[config.mk]
export PLATFORM = sky130hd
export DESIGN_NAME = first_fit_aligned_block_allocator
export DESIGN_NICKNAME = d
export VERILOG_FILES = /design/src/rtl/core/ffab_pkg.sv /design/src/rtl/core/ffab_mod.sv /design/src/rtl/core/ffab_dp.sv /design/src/rtl/core/ffab_ctrl.sv /design/src/rtl/core/first_fit_aligned_block_allocator.sv
export SDC_FILE = /design/constraint.sdc
export NUM_CORES = 2
export LEC_CHECK = 0
export ABC_AREA = 1
export BUFFER_PORTS_ARGS = -buffer_cell sky130_fd_sc_hd__buf_2
export CELL_PAD_IN_SITES_DETAIL_PLACEMENT = 0
export CELL_PAD_IN_SITES_GLOBAL_PLACEMENT = 2
export CORE_MARGIN = 2
export CORE_UTILIZATION = 45
export CTS_BUF_LIST = sky130_fd_sc_hd__clkbuf_4
export DETAILED_ROUTE_END_ITERATION = 16
export PLACE_DENSITY = 0.76
export SKIP_LAST_GASP = 1
export SLEW_MARGIN = 5
export SYNTH_ARGS = -nofsm -noshare
export SYNTH_HDL_FRONTEND = slang
export SYNTH_MEMORY_MAX_BITS = 65536
export SYNTH_SLANG_ARGS = --single-unit
[constraint.sdc]
create_clock -name clk -period 15 [get_ports clk]
set_input_delay 0.75 -clock clk [delete_from_list [all_inputs] [get_ports clk]]
set_output_delay 0.75 -clock clk [all_outputs]
set_load 0.01 [all_outputs]
[src/rtl/core/ffab_pkg.sv]
// shared types and constants for the first-fit aligned block allocator
`timescale 1ns / 1ps

package ffab_pkg;

  localparam int DEF_MAX_BLOCKS = 64;
  localparam logic [31:0] CHUNK_RESET = 32'd65536;

  localparam logic CMD_ALLOC = 1'b0;
  localparam logic CMD_FREE  = 1'b1;

  typedef enum logic [2:0] {
    ST_OK         = 3'd0,
    ST_TOO_LARGE  = 3'd1,
    ST_NO_FIT     = 3'd2,
    ST_TABLE_FULL = 3'd3,
    ST_NOT_FOUND  = 3'd4
  } status_t;

  typedef struct packed {
    logic        cmd;
    logic [31:0] req_size;
    logic [16:0] align_bytes;
    logic [31:0] free_offset;
  } req_t;

  typedef struct packed {
    status_t     status;
    logic [31:0] block_offset;
  } rsp_t;

  typedef struct packed {
    logic [31:0] offset;
    logic [31:0] size;
    logic        free;
  } entry_t;

  typedef enum logic [3:0] {
    S_INIT,
    S_IDLE,
    S_START,
    S_READ,
    S_EVAL,
    S_MODW,
    S_FIT,
    S_DECIDE,
    S_WMAIN,
    S_NEXT,
    S_RESULT
  } state_t;

  typedef struct packed {
    logic    load_req;
    logic    init_wr;
    logic    idx_clr;
    logic    idx_inc;
    logic    rd_en;
    logic    mod_start;
    logic    eval_fit;
    logic    wr_split;
    logic    wr_main;
    logic    wr_free;
    logic    set_status;
    status_t code;
    logic    res_load;
  } dp_cmd_t;

  typedef struct packed {
    logic is_alloc;
    logic too_large;
    logic entry_free;
    logic offset_match;
    logic mod_done;
    logic fit;
    logic need_split;
    logic table_full;
    logic last_idx;
    logic out_free;
  } dp_stat_t;

endpackage

[src/rtl/core/ffab_mod.sv]
// iterative remainder unit, one quotient bit per cycle
`timescale 1ns / 1ps

module ffab_mod
  import ffab_pkg::*;
(
  input  logic        clk,
  input  logic        rst,
  input  logic        start,
  input  logic [31:0] dividend,
  input  logic [16:0] divisor,
  output logic        done,
  output logic [16:0] rem
);

  logic [31:0] dvd;
  logic [4:0]  cnt;
  logic        busy;
  logic [17:0] trial;

  assign trial = {rem, dvd[31]};

  always_ff @(posedge clk) begin
    if (rst) begin
      busy <= 1'b0;
      done <= 1'b0;
      cnt  <= '0;
    end else begin
      done <= 1'b0;
      if (start) begin
        busy <= 1'b1;
        cnt  <= '0;
      end else if (busy) begin
        cnt <= cnt + 5'd1;
        if (cnt == 5'd31) begin
          busy <= 1'b0;
          done <= 1'b1;
        end
      end
    end
  end

  always_ff @(posedge clk) begin
    if (start) begin
      dvd <= dividend;
      rem <= '0;
    end else if (busy) begin
      dvd <= {dvd[30:0], 1'b0};
      if (trial >= {1'b0, divisor}) begin
        rem <= 17'(trial - {1'b0, divisor});
      end else begin
        rem <= trial[16:0];
      end
    end
  end

endmodule

[src/rtl/core/ffab_dp.sv]
// allocator datapath: block table, scan index, fit arithmetic, result register
`timescale 1ns / 1ps

module ffab_dp
  import ffab_pkg::*;
#(
  parameter int MAX_BLOCKS = DEF_MAX_BLOCKS
) (
  input  logic        clk,
  input  logic        rst,
  input  req_t        req,
  output rsp_t        rsp,
  output logic        rsp_valid,
  input  logic        rsp_stall,
  input  logic        cfg_wr_en,
  input  logic [31:0] cfg_wr_data,
  input  dp_cmd_t     cmd,
  output dp_stat_t    stat
);

  localparam int IDX_W = $clog2(MAX_BLOCKS);
  localparam int CNT_W = $clog2(MAX_BLOCKS + 1);

  entry_t            mem [MAX_BLOCKS];
  entry_t            rd_q;
  req_t              req_q;
  logic [31:0]       chunk;
  logic [CNT_W-1:0]  count;
  logic [IDX_W-1:0]  idx;
  logic [16:0]       align_eff;
  logic              mod_done;
  logic [16:0]       mod_rem;
  logic [16:0]       pad;
  logic [31:0]       pad32;
  logic              fit;
  logic [31:0]       avail;
  logic [31:0]       start;
  status_t           res_status;
  logic [31:0]       res_where;
  logic              we;
  logic [IDX_W-1:0]  waddr;
  entry_t            wdata;

  assign align_eff = (req_q.align_bytes == 17'd0) ? 17'd1 : req_q.align_bytes;

  ffab_mod u_mod (
    .clk      (clk),
    .rst      (rst),
    .start    (cmd.mod_start),
    .dividend (rd_q.offset),
    .divisor  (align_eff),
    .done     (mod_done),
    .rem      (mod_rem)
  );

  assign pad   = (mod_rem == 17'd0) ? 17'd0 : (align_eff - mod_rem);
  assign pad32 = {15'd0, pad};

  always_ff @(posedge clk) begin
    if (cmd.load_req) begin
      req_q <= req;
    end
    if (cmd.eval_fit) begin
      fit   <= (pad32 <= rd_q.size) && ((rd_q.size - pad32) >= req_q.req_size);
      avail <= rd_q.size - pad32;
      start <= rd_q.offset + pad32;
    end
  end

  // table write port, config has priority; the user must write config only while idle, the block does not enforce it
  always_comb begin
    we    = 1'b0;
    waddr = idx;
    wdata = rd_q;
    priority if (cfg_wr_en || cmd.init_wr) begin
      we           = 1'b1;
      waddr        = '0;
      wdata.offset = 32'd0;
      wdata.size   = cfg_wr_en ? cfg_wr_data : chunk;
      wdata.free   = 1'b1;
    end else if (cmd.wr_split) begin
      we           = 1'b1;
      waddr        = count[IDX_W-1:0];
      wdata.offset = start + req_q.req_size;
      wdata.size   = avail - req_q.req_size;
      wdata.free   = 1'b1;
    end else if (cmd.wr_main) begin
      we           = 1'b1;
      wdata.offset = start;
      wdata.size   = req_q.req_size;
      wdata.free   = 1'b0;
    end else if (cmd.wr_free) begin
      we         = 1'b1;
      wdata.free = 1'b1;
    end
  end

  always_ff @(posedge clk) begin
    if (we) begin
      mem[waddr] <= wdata;
    end
    if (cmd.rd_en) begin
      rd_q <= mem[idx];
    end
  end

  always_ff @(posedge clk) begin
    if (rst) begin
      chunk <= CHUNK_RESET;
      count <= CNT_W'(1);
      idx   <= '0;
    end else begin
      if (cfg_wr_en) begin
        chunk <= cfg_wr_data;
      end
      if (cfg_wr_en || cmd.init_wr) begin
        count <= CNT_W'(1);
      end else if (cmd.wr_split) begin
        count <= count + CNT_W'(1);
      end
      if (cmd.idx_clr) begin
        idx <= '0;
      end else if (cmd.idx_inc) begin
        idx <= idx + IDX_W'(1);
      end
    end
  end

  always_ff @(posedge clk) begin
    if (cmd.load_req) begin
      res_where <= 32'd0;
    end else if (cmd.wr_main) begin
      res_where <= start;
    end
    if (cmd.set_status) begin
      res_status <= cmd.code;
    end
    if (cmd.res_load) begin
      rsp.status       <= res_status;
      rsp.block_offset <= res_where;
    end
  end

  always_ff @(posedge clk) begin
    if (rst) begin
      rsp_valid <= 1'b0;
    end else if (cmd.res_load) begin
      rsp_valid <= 1'b1;
    end else if (!rsp_stall) begin
      rsp_valid <= 1'b0;
    end
  end

  assign stat.is_alloc     = (req_q.cmd == CMD_ALLOC);
  assign stat.too_large    = (chunk < req_q.req_size);
  assign stat.entry_free   = rd_q.free;
  assign stat.offset_match = (rd_q.offset == req_q.free_offset);
  assign stat.mod_done     = mod_done;
  assign stat.fit          = fit;
  assign stat.need_split   = (avail != req_q.req_size);
  assign stat.table_full   = (count >= CNT_W'(MAX_BLOCKS));
  assign stat.last_idx     = ((CNT_W'(idx) + CNT_W'(1)) >= count);
  assign stat.out_free     = !rsp_valid || !rsp_stall;

endmodule

[src/rtl/core/ffab_ctrl.sv]
// allocator controller: scan sequencing and result hand-off
`timescale 1ns / 1ps

module ffab_ctrl
  import ffab_pkg::*;
(
  input  logic     clk,
  input  logic     rst,
  input  logic     req_valid,
  output logic     req_stall,
  input  dp_stat_t stat,
  output dp_cmd_t  cmd
);

  state_t state, state_next;

  always_ff @(posedge clk) begin
    if (rst) begin
      state <= S_INIT;
    end else begin
      state <= state_next;
    end
  end

  always_comb begin
    state_next = state;
    unique case (state)
      S_INIT: state_next = S_IDLE;
      S_IDLE: begin
        if (req_valid) state_next = S_START;
      end
      S_START: begin
        if (stat.is_alloc && stat.too_large) state_next = S_RESULT;
        else state_next = S_READ;
      end
      S_READ: state_next = S_EVAL;
      S_EVAL: begin
        if (stat.is_alloc) begin
          state_next = stat.entry_free ? S_MODW : S_NEXT;
        end else if (!stat.entry_free && stat.offset_match) begin
          state_next = S_RESULT;
        end else begin
          state_next = S_NEXT;
        end
      end
      S_MODW: begin
        if (stat.mod_done) state_next = S_FIT;
      end
      S_FIT: state_next = S_DECIDE;
      S_DECIDE: begin
        priority if (!stat.fit) state_next = S_NEXT;
        else if (stat.need_split && stat.table_full) state_next = S_RESULT;
        else state_next = S_WMAIN;
      end
      S_WMAIN: state_next = S_RESULT;
      S_NEXT: state_next = stat.last_idx ? S_RESULT : S_READ;
      S_RESULT: begin
        if (stat.out_free) state_next = S_IDLE;
      end
      default: state_next = S_INIT;
    endcase
  end

  always_comb begin
    cmd       = '0;
    cmd.code  = ST_OK;
    req_stall = (state != S_IDLE);
    unique case (state)
      S_INIT: cmd.init_wr = 1'b1;
      S_IDLE: cmd.load_req = req_valid;
      S_START: begin
        if (stat.is_alloc && stat.too_large) begin
          cmd.set_status = 1'b1;
          cmd.code       = ST_TOO_LARGE;
        end else begin
          cmd.idx_clr = 1'b1;
        end
      end
      S_READ: cmd.rd_en = 1'b1;
      S_EVAL: begin
        if (stat.is_alloc) begin
          cmd.mod_start = stat.entry_free;
        end else if (!stat.entry_free && stat.offset_match) begin
          cmd.wr_free    = 1'b1;
          cmd.set_status = 1'b1;
          cmd.code       = ST_OK;
        end
      end
      S_MODW: ;
      S_FIT: cmd.eval_fit = 1'b1;
      S_DECIDE: begin
        if (stat.fit && stat.need_split) begin
          if (stat.table_full) begin
            cmd.set_status = 1'b1;
            cmd.code       = ST_TABLE_FULL;
          end else begin
            cmd.wr_split = 1'b1;
          end
        end
      end
      S_WMAIN: begin
        cmd.wr_main    = 1'b1;
        cmd.set_status = 1'b1;
        cmd.code       = ST_OK;
      end
      S_NEXT: begin
        if (stat.last_idx) begin
          cmd.set_status = 1'b1;
          cmd.code       = stat.is_alloc ? ST_NO_FIT : ST_NOT_FOUND;
        end else begin
          cmd.idx_inc = 1'b1;
        end
      end
      S_RESULT: cmd.res_load = stat.out_free;
      default: ;
    endcase
  end

endmodule

[src/rtl/core/first_fit_aligned_block_allocator.sv]
// top level of the first-fit aligned block allocator
//
//   channel  signals                      direction  payload
//   request  req_valid, req_stall, req    in         cmd, req_size, align_bytes, free_offset
//   result   rsp_valid, rsp_stall, rsp    out        status, block_offset
//   config   cfg_wr_en, cfg_wr_data       in         chunk_bytes
//
// one transaction at a time; a request is taken only in idle, a result waits in its register
// an allocate reads and evaluates each entry in turn and runs the 32-step remainder unit
// on each free one; a free only reads and compares each scanned entry
// reset and a chunk_bytes write restore the table to one free block; after reset the init
// state rewrites entry zero before the first request is taken
// a stalled result holds the controller in its result state
`timescale 1ns / 1ps

module first_fit_aligned_block_allocator
  import ffab_pkg::*;
#(
  parameter int MAX_BLOCKS = DEF_MAX_BLOCKS
) (
  input  logic        clk,
  input  logic        rst,
  input  logic        req_valid,
  output logic        req_stall,
  input  req_t        req,
  output logic        rsp_valid,
  input  logic        rsp_stall,
  output rsp_t        rsp,
  input  logic        cfg_wr_en,
  input  logic [31:0] cfg_wr_data
);

  dp_cmd_t  cmd;
  dp_stat_t stat;

  ffab_ctrl u_ctrl (
    .clk       (clk),
    .rst       (rst),
    .req_valid (req_valid),
    .req_stall (req_stall),
    .stat      (stat),
    .cmd       (cmd)
  );

  ffab_dp #(
    .MAX_BLOCKS (MAX_BLOCKS)
  ) u_dp (
    .clk         (clk),
    .rst         (rst),
    .req         (req),
    .rsp         (rsp),
    .rsp_valid   (rsp_valid),
    .rsp_stall   (rsp_stall),
    .cfg_wr_en   (cfg_wr_en),
    .cfg_wr_data (cfg_wr_data),
    .cmd         (cmd),
    .stat        (stat)
  );

`ifndef SYNTHESIS
  a_busy_after_accept: assert property (@(posedge clk) disable iff (rst)
    (req_valid && !req_stall) |=> req_stall)
    else $error("request taken while a transaction is in flight");

  a_offset_zero_on_error: assert property (@(posedge clk) disable iff (rst)
    (rsp_valid && rsp.status != ST_OK) |-> (rsp.block_offset == 32'd0))
    else $error("rejected transaction carries a nonzero offset");

  a_init_after_reset: assert property (@(posedge clk)
    rst |=> req_stall)
    else $error("request accepted before table init");

  a_no_load_when_busy: assert property (@(posedge clk) disable iff (rst)
    (rsp_valid && rsp_stall) |-> !cmd.res_load)
    else $error("result overwritten while stalled");
`endif

endmodule

==> summary.txt <==
Run status
  – Status: complete, no violations

Route
  – Initial drt markers: 15,500
  – WL final: 658,000 um
  – Pre-antenna DRT Iters: 6
  – Via count: 130,000
  – Post-DRT Antenna Nets: 0
  – Wirelength per Cell: 30.8 um
  – Avg Vias per Cell: 6.10
  – DRC Markers: 0

Synth
  – Synth top area cells: edfxtp_1 (72%), o21ai_0 (5.4%), nor2_1 (4.2%)
  – Yosys top cell by area: edfxtp_1
  – FF+latch count, synth: 4,548
  – Syn. warnings: 0
  – Synth top area share: 0.716
  – Avg Inst Size Synth: 13.3 um2
  – Post-Syn Area: 0.186 mm2
  – Post-Synthesis Cells: 14,000
  – Sequential area share after synthesis: 0.727
  – Synthesized net count: 14,400
  – Ys flop type: edfxtp_1
  – Ys async rst share: 0
  – Post-synth EDFFs: 4,442
  – Synth cell types: 54

Setup path
  – Cell family with most CP delay: simple AND/OR/NAND/NOR gates
  – Crit-path max FO: 64
  – Worst Path Buf+Inv: 5
  – Critical path class: register to register
  – Critical path's largest stage delay: 0.99 ns
  – Critical Path Start Type: register
  – Req. time, crit path: 16.27 ns
  – CP max-delay cell: inv_4
  – CP Capture Type: register
  – Critical path arrival: 8.65 ns
  – Crit path top cell by count: nand2_1
  – Critical path cell sequence: inv_1 > ha_1 > nand2_1 > nor2_1 > nand3_1 > nor2_1 > nand2_2 > nand3_4 > inv_4 > nand2_1 > nand3_2 > nand2_1 > clkinv_1 > nand2_1 > nor2_4 > buf_4 > buf_4

GRT
  – Congestion Overflow GR: 0
  – Initial antenna violation count: 43
  – Vias in the first global route: 127,000
  – Largest net degree at the start of global routing: 196
  – Total global-route track usage: 0.309
  – First-pass GRT wire length: 919,000 um

Die
  – Height of the chip: 647 um
  – Core ar.: 0.413 mm2
  – Die footprint: 0.419 mm2
  – Initial core utilization: 0.451
  – I/O pins: 156
  – Cell row count: 236
  – Die W: 647 um

Placement
  – Worst slack at placement: 7.80 ns
  – DP HPWL: 375,000 um
  – Routability cong.: 0.907
  – DP Area: 0.194 mm2
  – PortBufs: 155
  – Placed cell count: 19,000

Timing
  – Max-slew violations: 0
  – Slew of the pin with the lowest slew margin: 1.40 ns
  – Slew margin rel.: 0.0636
  – RSZ-0062 raised after global routing: no
  – Skew final: 0.151 ns
  – Final Critical Period: 7.38 ns
  – Final Cycle Share: 0.492
  – Max Fclk: 0.135 GHz
  – Setup TNS: 0 ns
  – Final-report setup violation count: 0
  – Final Hold Violating Endpoints: 0
  – Worst Setup Slack, final: 7.62 ns

Clock network
  – Clock buffer depth: 5
  – CTS root buf: clkbuf_4
  – Clk sinks: 4,548
  – Number of hold buffers added after CTS: 271
  – CTS H-tree depth: 7
  – Clock transition at the registers of the reported paths: 0.07 ns
  – Num CTS Buffers: 1,259
  – Post-CTS Resized: 0
  – Worst-skew pair later-pin latency: 1.75 ns
  – CTS tree: done
  – Post-CTS Setup Bufs: 0

Layout
  – Post-route cell area: 0.212 mm2
  – Post-layout nets: 15,400
  – Layout cells sized above 1: 0.159
  – P&R area growth vs syn: 13.6%
  – Post-Layout Cell Count: 21,300

Worst hold path
  – Worst Hold Class: input pin to register

Power and ir drop
  – Leakage power: 70.7 nW
  – Worst vdd ir: 0.000142 V
  – PD cells: 149 mW/mm2

Run
  – Max-cap viol count: 0
-- final timing paths --
| path | from | endpoint | slack, ns | depth (start not counted) |
|---|---|---|---|---|
| min reg2reg | u_dp.res_where[13] | u_dp.rsp[13] | 0.39 | 0 |
| max | u_dp.req_q[52] | u_dp.mem[6][9] | 7.62 | 17 |
| max reg2reg | u_dp.req_q[52] | u_dp.mem[6][9] | 7.62 | 17 |
| min | cfg_wr_en | u_dp.chunk[22] | 0.23 | 4 |
-- layout make-up --
cell class / count / area [um2]
Timing Repair Buffer: 743 / 6110
Fill cell: 35600 / 201000
Sequential cell: 4548 / 136000
Tap cell: 5474 / 6850
Inverter: 356 / 1390
Antenna cell: 32 / 80.1
Multi-Input combinational cell: 8175 / 46800
Clock inverter: 240 / 1580
Clock buffer: 1775 / 13300
-- synth_stat cells (52+ instances only) --
cell type / count
mux2i_1: 354
nor3_1: 52
nor2_1: 2091
o22ai_1: 530
o211ai_1: 555
dfxtp_1: 106
o221ai_1: 520
inv_1: 343
clkbuf_1: 758
xor2_1: 73
o21ai_0: 2003
nand3_1: 514
buf_2: 140
nand2_1: 757
a21oi_1: 277
edfxtp_1: 4442
ha_1: 204
-- worst reg2reg max path, stage by stage, from the launching register on --
cell and delay, ns:
edfxtp_1 0.43, inv_1 0.16, ha_1 0.30, nand2_1 0.34, nor2_1 0.08, nand3_1 0.23
nor2_1 0.10, nand2_2 0.22, nand3_4 0.55, inv_4 1.05, nand2_1 0.29, nand3_2 0.19
nand2_1 0.07, clkinv_1 0.07, nand2_1 0.42, nor2_4 0.85, buf_4 0.87, buf_4 0.63
-- per-stage QoR --
step | util | hold slack [ns] | total power, mW
final | 0.513 | 0.230 | 31.6
after global routing | 0.513 | 0.152 | 32.8
after CTS | 0.512 | 0.0321 | 31.8
after detailed placement | 0.470 | 0.417 | 20.9
after global placement | 0.470 | 0.413 | 20.9
after floorplan | - | 0.400 | 18.5
-- cells by family after synthesis --
| group | share of synthesized area |
|---|---|
| adders and majority gates | 0.0143 |
| and+or+nand+nor | 0.0770 |
| muxes | 0.0191 |
| AOI/OAI and AO/OA | 0.129 |
| xor gates and xnor gates | 0.00517 |
| DFF | 0.727 |
| buffers and inverters | 0.0277 |
-- power by group --
part	switching, mW	internal (mW)	total [mW]	leakage (nW)
clock network	5.04	5.79	10.8	8.98
registers	0.162	15.5	15.6	41.5
logic	3.95	1.15	5.11	20.2
-- sequential cells by signal, indices dropped and copies added, names as in the netlist, 32 cells and up --
signal	count
u_dp.avail	32
u_dp.chunk	32
u_dp.mem	4160
u_dp.rd_q	64
u_dp.req_q	82
u_dp.res_where	32
u_dp.rsp	35
u_dp.start	32
u_dp.u_mod.dvd	32
-- metal layers --
metal	up-vias	track usage	wire length [um]
met5	-	0	78
met4	10	0.123	22700
met3	1005	0.0637	57500
met2	6727	0.488	307000
met1	66300	0.421	270000
li1	56200	-	-
-- cell usage in the layout (no fill, tap or decap), types with 8 or more instances in the layout --
master | netlist | routed
edfxtp_1 | 4442 | 4442
nor2_1 | 2091 | 2014
o21ai_0 | 2003 | 1983
clkbuf_4 | 0 | 1775
nand2_1 | 757 | 753
o211ai_1 | 555 | 555
o22ai_1 | 530 | 528
o221ai_1 | 520 | 520
nand3_1 | 514 | 514
mux2i_1 | 354 | 354
inv_1 | 343 | 337
buf_4 | 8 | 298
dlygate4sd3_1 | 0 | 271
a21oi_1 | 277 | 266
ha_1 | 204 | 204
clkinv_1 | 3 | 162
buf_2 | 140 | 155
dfxtp_1 | 106 | 100
nor2_4 | 2 | 80
xor2_1 | 73 | 73
nor3_1 | 52 | 52
nand4_1 | 42 | 42
xnor2_1 | 37 | 37
inv_2 | 8 | 35
diode_2 | 0 | 32
clkinv_2 | 0 | 26
bufinv_16 | 0 | 24
o21ai_4 | 0 | 20
buf_12 | 0 | 18
nor4_1 | 16 | 16
a21o_1 | 16 | 16
o21a_1 | 16 | 16
a31oi_1 | 19 | 15
o21bai_1 | 14 | 14
nand3b_1 | 12 | 12
a21oi_4 | 0 | 11
nand3_2 | 11 | 10
nor2_2 | 9 | 8
No activity file was read; power rests on OpenSTA's default activity.
